<file path="src/rtl/iirdf1_pkg.sv">
// Shared types, constants and register indexes of the direct-form-I IIR filter.
`timescale 1ns / 1ps

package iirdf1_pkg;

   // Filter order, sample width and coefficient format.
   localparam int ORDER          = 3;
   localparam int SAMPLE_WIDTH   = 16;
   localparam int COEF_FRAC_BITS = 14;
   localparam int COEF_WIDTH     = 18;

   // History depth kept in registers, and the number of taps that take part.
   localparam int DEPTH = 3;
   localparam int TAPS  = (ORDER > DEPTH) ? DEPTH : ((ORDER < 1) ? 1 : ORDER);

   // One product of a coefficient and a sample, and the accumulator that holds
   // up to eight such products without overflow.
   localparam int PROD_WIDTH = SAMPLE_WIDTH + COEF_WIDTH;
   localparam int ACC_WIDTH  = PROD_WIDTH + 3;

   // Configuration register indexes.
   localparam int REG_INDEX_WIDTH = 3;

   typedef logic signed [SAMPLE_WIDTH-1:0]  sample_type;
   typedef logic signed [COEF_WIDTH-1:0]    coef_type;
   typedef logic signed [PROD_WIDTH-1:0]    prod_type;
   typedef logic signed [ACC_WIDTH-1:0]     acc_type;
   typedef logic [REG_INDEX_WIDTH-1:0]      reg_index_type;

   localparam reg_index_type REG_FF_COEF_0 = reg_index_type'(0);
   localparam reg_index_type REG_FF_COEF_1 = reg_index_type'(1);
   localparam reg_index_type REG_FF_COEF_2 = reg_index_type'(2);
   localparam reg_index_type REG_FF_COEF_3 = reg_index_type'(3);
   localparam reg_index_type REG_FB_COEF_1 = reg_index_type'(4);
   localparam reg_index_type REG_FB_COEF_2 = reg_index_type'(5);
   localparam reg_index_type REG_FB_COEF_3 = reg_index_type'(6);

   // Unity gain in the coefficient format, the reset value of b0.
   localparam coef_type COEF_ONE = coef_type'(1) <<< COEF_FRAC_BITS;

   // Half an output step for round half up, and the saturation limits.
   localparam acc_type ROUND_BIAS = acc_type'(1) <<< (COEF_FRAC_BITS - 1);
   localparam acc_type SAT_HI     = (acc_type'(1) <<< (SAMPLE_WIDTH - 1)) - acc_type'(1);
   localparam acc_type SAT_LO     = -(acc_type'(1) <<< (SAMPLE_WIDTH - 1));

   // Shift strobes handed to every cell of the history chain.
   typedef struct packed {
      logic shift_x;
      logic shift_y;
   } cell_ctrl_type;

endpackage

</file>
<file path="src/rtl/iirdf1_cell.sv">
// One tap cell: holds one past input and one past output and forms both products.
`timescale 1ns / 1ps

module iirdf1_cell (
   input  logic                      clock,
   input  logic                      reset,
   input  iirdf1_pkg::cell_ctrl_type ctrl,
   input  iirdf1_pkg::sample_type    x_in,
   input  iirdf1_pkg::sample_type    y_in,
   input  iirdf1_pkg::coef_type      b_coef,
   input  iirdf1_pkg::coef_type      a_coef,
   output iirdf1_pkg::sample_type    x_out,
   output iirdf1_pkg::sample_type    y_out,
   output iirdf1_pkg::prod_type      ff_prod,
   output iirdf1_pkg::prod_type      fb_prod
);

   import iirdf1_pkg::*;

   sample_type x_ff;
   sample_type x_in_d;
   sample_type y_ff;
   sample_type y_in_d;

   // Take the neighbour's sample on a shift, otherwise hold.
   assign x_in_d = ctrl.shift_x ? x_in : x_ff;
   assign y_in_d = ctrl.shift_y ? y_in : y_ff;

   always_ff @(posedge clock) begin
      if (reset) begin
         x_ff <= '0;
         y_ff <= '0;
      end else begin
         x_ff <= x_in_d;
         y_ff <= y_in_d;
      end
   end

   // Products of this tap, both exact at product width.
   assign ff_prod = prod_type'(b_coef) * prod_type'(x_ff);
   assign fb_prod = prod_type'(a_coef) * prod_type'(y_ff);

   assign x_out = x_ff;
   assign y_out = y_ff;

endmodule

</file>
<file path="config.mk">
export PLATFORM = sky130hd
export DESIGN_NAME = iirdf1_cell
export DESIGN_NICKNAME = d
export VERILOG_FILES = /design/src/rtl/iirdf1_pkg.sv /design/src/rtl/iirdf1_cell.sv
export SDC_FILE = /design/constraint.sdc
export NUM_CORES = 2
export LEC_CHECK = 0
export BUFFER_PORTS_ARGS = -buffer_cell sky130_fd_sc_hd__buf_2
export CAP_MARGIN = 20
export CORE_UTILIZATION = 60
export CTS_BUF_LIST = sky130_fd_sc_hd__clkbuf_4 sky130_fd_sc_hd__clkbuf_8 sky130_fd_sc_hd__clkbuf_16
export DETAILED_ROUTE_END_ITERATION = 8
export PLACE_DENSITY = 0.85
export SLEW_MARGIN = 20
export SYNTH_ARGS = -nofsm -noshare
export SYNTH_HDL_FRONTEND = slang
export SYNTH_SLANG_ARGS = --single-unit
</file>
<file path="constraint.sdc">
create_clock -name clock -period 10.59 [get_ports clock]
set_clock_uncertainty 0.1 [all_clocks]
set_input_delay 1.5885 -clock clock [delete_from_list [all_inputs] [get_ports clock]]
set_output_delay 1.5885 -clock clock [all_outputs]
set_load 0.05 [all_outputs]
</file>
### After elaboration in Yosys (flattened, before gate mapping)

Cells that the tools add are included.

| storage, ports and cells | value |
|---|---|
| bits in read-only memories | 0 |
| output and inout port bits | 100 |
| memories kept | 0 |
| register bits | 32 |
| word-level logic and storage cells | 4 |
| bits in latches | 0 |
| memory bits (writable) | 0 |
| input bits | 72 |

| operators by class | value |
|---|---|
| mux-type cells | 0 |
| reduce and logical (&&, ||, !) cells | 0 |
| $mul | 2 |
| shifts and indexed selects | 0 |
| equality and inequality tests | 0 |
| div/mod/pow operators | 0 |
| add/sub/neg operators | 0 |
| magnitude comparators | 0 |
| bitwise gates (word level) | 0 |

Operator list:

| operator | count |
|---|---|
| 18-bit by 16-bit multiplier with 34-bit output | 2 |

### Depth between registers and ports, before layout

| depth | value |
|---|---|
| depth in word-level cells | 1 |
| mapped depth | 24 |
| mapped depth without buffers | 22 |

### Least setup slack after synthesis

No wires, ideal clock.

| path | value |
|---|---|
| kind | input-to-output |
| from | in b_coef[17] |
| to | out ff_prod[31] |
| path buffers | 1 |
| required time | 8.902 ns |
| data arrival time | 7.868 ns |
| stages on the path | 18 |
| setup slack | 1.033 ns |
| cells stage by stage | clkbuf_1 nand2_1 inv_1 fa_1 fa_1 fa_1 fa_1 fa_1 inv_1 fa_1 inv_1 ha_1 and3_1 and3_1 nand4_1 o21bai_1 and2_1 o311ai_1 |

| between the ends | value |
|---|---|
| longest elaborated chain between the ends | 1 |

Ends and longest elaborated chain:

| what | RTL line | RTL |
|---|---|---|
| from (decl) | iirdf1_cell.sv:10 | `input iirdf1_pkg::coef_type b_coef,` |
| 18-bit by 16-bit multiplier with 34-bit output | iirdf1_cell.sv:40 | `assign ff_prod = prod_type'(b_coef) * prod_type'(x_ff);` |
| to (decl) | iirdf1_cell.sv:14 | `output iirdf1_pkg::prod_type ff_prod,` |

No other way between the ends.

### Worst setup path after layout

| path | value |
|---|---|
| from | in b_coef[7] |
| to | out ff_prod[26] |

The elaborated chain is that of the path after synthesis.

==> metrics.md <==
| Metric | Value |
|---|---|
| Detail Placement HPWL | 46,500 um |
| Power Total | 6670 uW |
| Antenna violations before repair | 2 |
| FF+latch count, synth | 32 |
| Distinct cells, synth | 58 |
| Layout cells sized above 1 | 7.44% |
| GRT Total Usage | 31.7% |
| P_int | 2210 uW |
| Worst Setup Path Type | in -> out |
| Sequential Power Share | 2.6% |
| WL final | 57,100 um |
| First-pass GRT wire length | 96,100 um |
| Postcts setup bufs | 0 |
| NetSw | 4460 uW |
| H-tree levels | 2 |
| Nets | 3,444 |
| Worst endpoint required time | 8.90 ns |
| Leakage | 0.0129 uW |
| Fin. Hold Viols | 0 |
| Vias post-DR | 17,400 |
| Max-cap violations | 0 |
| Largest area contributor in the netlist | fa_1 |
| EDFF count, synth | 0 |
| Non-filler cells, final | 3,133 |
| Slew @ Worst Pin | 1.03 ns |
| # rows | 71 |
| Skew-Pair Late Insertion Delay | 0.31 ns |
| Slew Limit Fails | 0 |
| # placed instances | 3,124 |
| Residual DRC | 0 |
| Fmax | 101 MHz |
| # port buffers | 171 |
| CTS tree | built |
| Crit-path cells | buf_2 -> nand2_1 -> fa_1 -> inv_1 -> fa_1 -> inv_1 -> fa_1 -> inv_1 -> fa_1 -> fa_1 -> inv_1 -> fa_1 -> inv_1 -> ha_1 -> nand3_1 -> nor2_1 -> nand3_1 -> o31ai_2 -> and4_1 -> a21oi_1 -> a21oi_1 -> xor2_1 -> buf_2 |
| Hold WS | 0.597 ns |
| Hold buffer count at CTS | 0 |
| Root Driver | clkbuf_16 |
| Post-CTS Resized | 0 |
| Setup violators final | 0 |
| RSZ-0062 raised after global routing | no |
| Power density cells | 275 nW/um^2 |
| Avg Inst Size Synth | 9.03 um^2 |
| Area Overhead vs Synth | 5.68% |
| Synth Instances | 2,540 |
| Post-synth top area share | 50.6% |
| Max stage delay on crit path | 0.79 ns |
| Mean routed wirelength per cell | 18.2 um |
| Clock power frac | 2.9% |
| Synthesis warning total | 0 |
| Run status | finished, final reports clean |
| Die Wd | 198 um |
| Post-Syn Area | 22,900 um^2 |
| CP max FO | 16 |
| DRT antenna net count | 0 |
| Number of global-route vias before repair | 19,300 |
| Die Y | 198 um |
| Die area | 39,000 um^2 |
| Min-delay worst type | reg -> reg |
| Core Box Area | 37,700 um^2 |
| Worst slew margin | 31.4% |
| Commonest cells after routing, fill and taps aside | 643 x inv_1, 580 x fa_1, 290 x nand2_1, 272 x and2_1, 172 x ha_1 |
| CP most frequent cell | fa_1 |
| Syn_nets | 3,364 |
| Initial DRC count | 1,357 |
| Post-synth ARST share | 0% |
| GPL Wtd Cong | 0.931 |
| Reg clk slew, reported paths | 0.07 ns |
| Top post-synthesis cells by area | fa_1 51%, inv_1 11%, ha_1 9.4% |
| Switch share | 66.9% |
| CP Capture Type | primary output |
| Crit start category | input pin |
| GRT Residual Overflow | 0 |
| Maximum clock insertion buffer count | 2 |
| Via density | 5.56 |
| Period Utilization, post-route | 93.2% |
| DRT Pass-1 Iters | 6 |
| Largest net degree at the start of global routing | 33 |
| Crit path DAT | 8.18 ns |
| Setup TNS | 0 ns |
| Seq/Total Area, Yosys | 2.79% |
| VDD IR max | 912 uV |
| CTS buffer count | 5 |
| IO Pins | 172 |
| Clock sink total | 32 |
| Main synth FF type | dfxtp_1 |
| R2R Setup Slk | 9.15 ns |
| Crit path time final | 9.87 ns |
| Leading cell type in the layout, fill and taps excluded | inv_1 |
| Highest-delay cell along the critical path | o31ai_2 |
| Initial Util | 60.9% |
| Logic gate share of total power | 94.5% |
sequential cells by signal, summed over array words and instances, names as in the netlist:
name	flops
y_out	16
x_out	16
logic make-up (layout without fill, tap and decap cells):
kind of cell    count (synthesis)  in the layout  synth area share (%)
fa+ha+maj                     752            752                  60.0
simple gates                  735            735                  15.7
buf+inv                       743            824                  12.2
xor+xnor                       71             71                  2.71
flops                          32             32                  2.79
other cells                     0              1                     0
compound gates                174            174                  5.16
mux                            33             33                  1.45
through the flow:
step / utilization [%] / instance area (um^2) / setup slack [ns]
after floorplan: - / 22900 / 1.03
after global placement: 63.9 / 24100 / 0.977
after detailed placement: 63.9 / 24100 / 0.898
after CTS: 64.4 / 24200 / 0.883
after global routing: 64.4 / 24200 / 0.478
final: 64.4 / 24200 / 0.722
power groups by stage:
stage / Sequential [uW] / Combinational (uW) / Clock, uW
2_1_floorplan: 162 / 4870 / 0
3_5_place_dp: 175 / 6240 / 0
3_3_place_gp: 174 / 6100 / 0
5_1_grt: 177 / 6870 / 198
6_report: 176 / 6300 / 191
4_1_cts: 173 / 6290 / 193
critical path, delay by kind of cell:
family	cells	cell delay, ns
adders and majority gates	7	3.39
and+or+nand+nor	5	1.16
buffers and inverters	7	0.84
xor gates and xnor gates	1	0.16
AOI/OAI and AO/OA	3	1.04
final cells by class:
type	count	area (um^2)
Multi-Input combinational cell	1765	19500
Fill cell	2964	13400
Inverter	643	2410
Timing Repair Buffer	173	871
Sequential cell	32	641
Tap cell	511	639
Clock buffer	5	125
Clock inverter	3	42.5
Antenna cell	1	2.50
Yosys cell counts, drive strengths merged (3+ instances only):
library cell	count
a211oi	4
nand2b	14
xnor2	52
nand3	12
o31ai	6
fa	580
o21ai	28
nand2	290
xor2	19
a31oi	4
nor4	4
nor2	100
o21bai	15
a2111oi	5
a21oi	57
o211ai	4
dfxtp	32
a311oi	5
nor2b	12
a211o	3
and3	8
inv	643
nor3	10
ha	172
a21o	22
clkbuf	96
nand4	6
buf	4
mux2i	32
o21a	9
o311ai	4
and2	272
path summary, 6_finish.rpt:
path / depth (start not counted) / startpoint / to
worst max register to register: 2 / y_out[10] / y_out[10]
worst max-delay path: 23 / b_coef[7] / ff_prod[26]
worst min register to register: 2 / x_out[15] / x_out[15]
worst min-delay path: 2 / x_out[15] / x_out[15]
per-layer routing:
layer / wire length (um) / share of wire, % / track usage, % / up-vias
met5: 13 / 0.023 / 0 / -
met4: 2710 / 4.7 / 15.0 / 2
met3: 5700 / 10 / 6.20 / 227
met2: 26900 / 47 / 51.5 / 942
met1: 21700 / 38 / 41.0 / 8668
li1: - / - / - / 7569
Power figures use the tool's default switching activity.
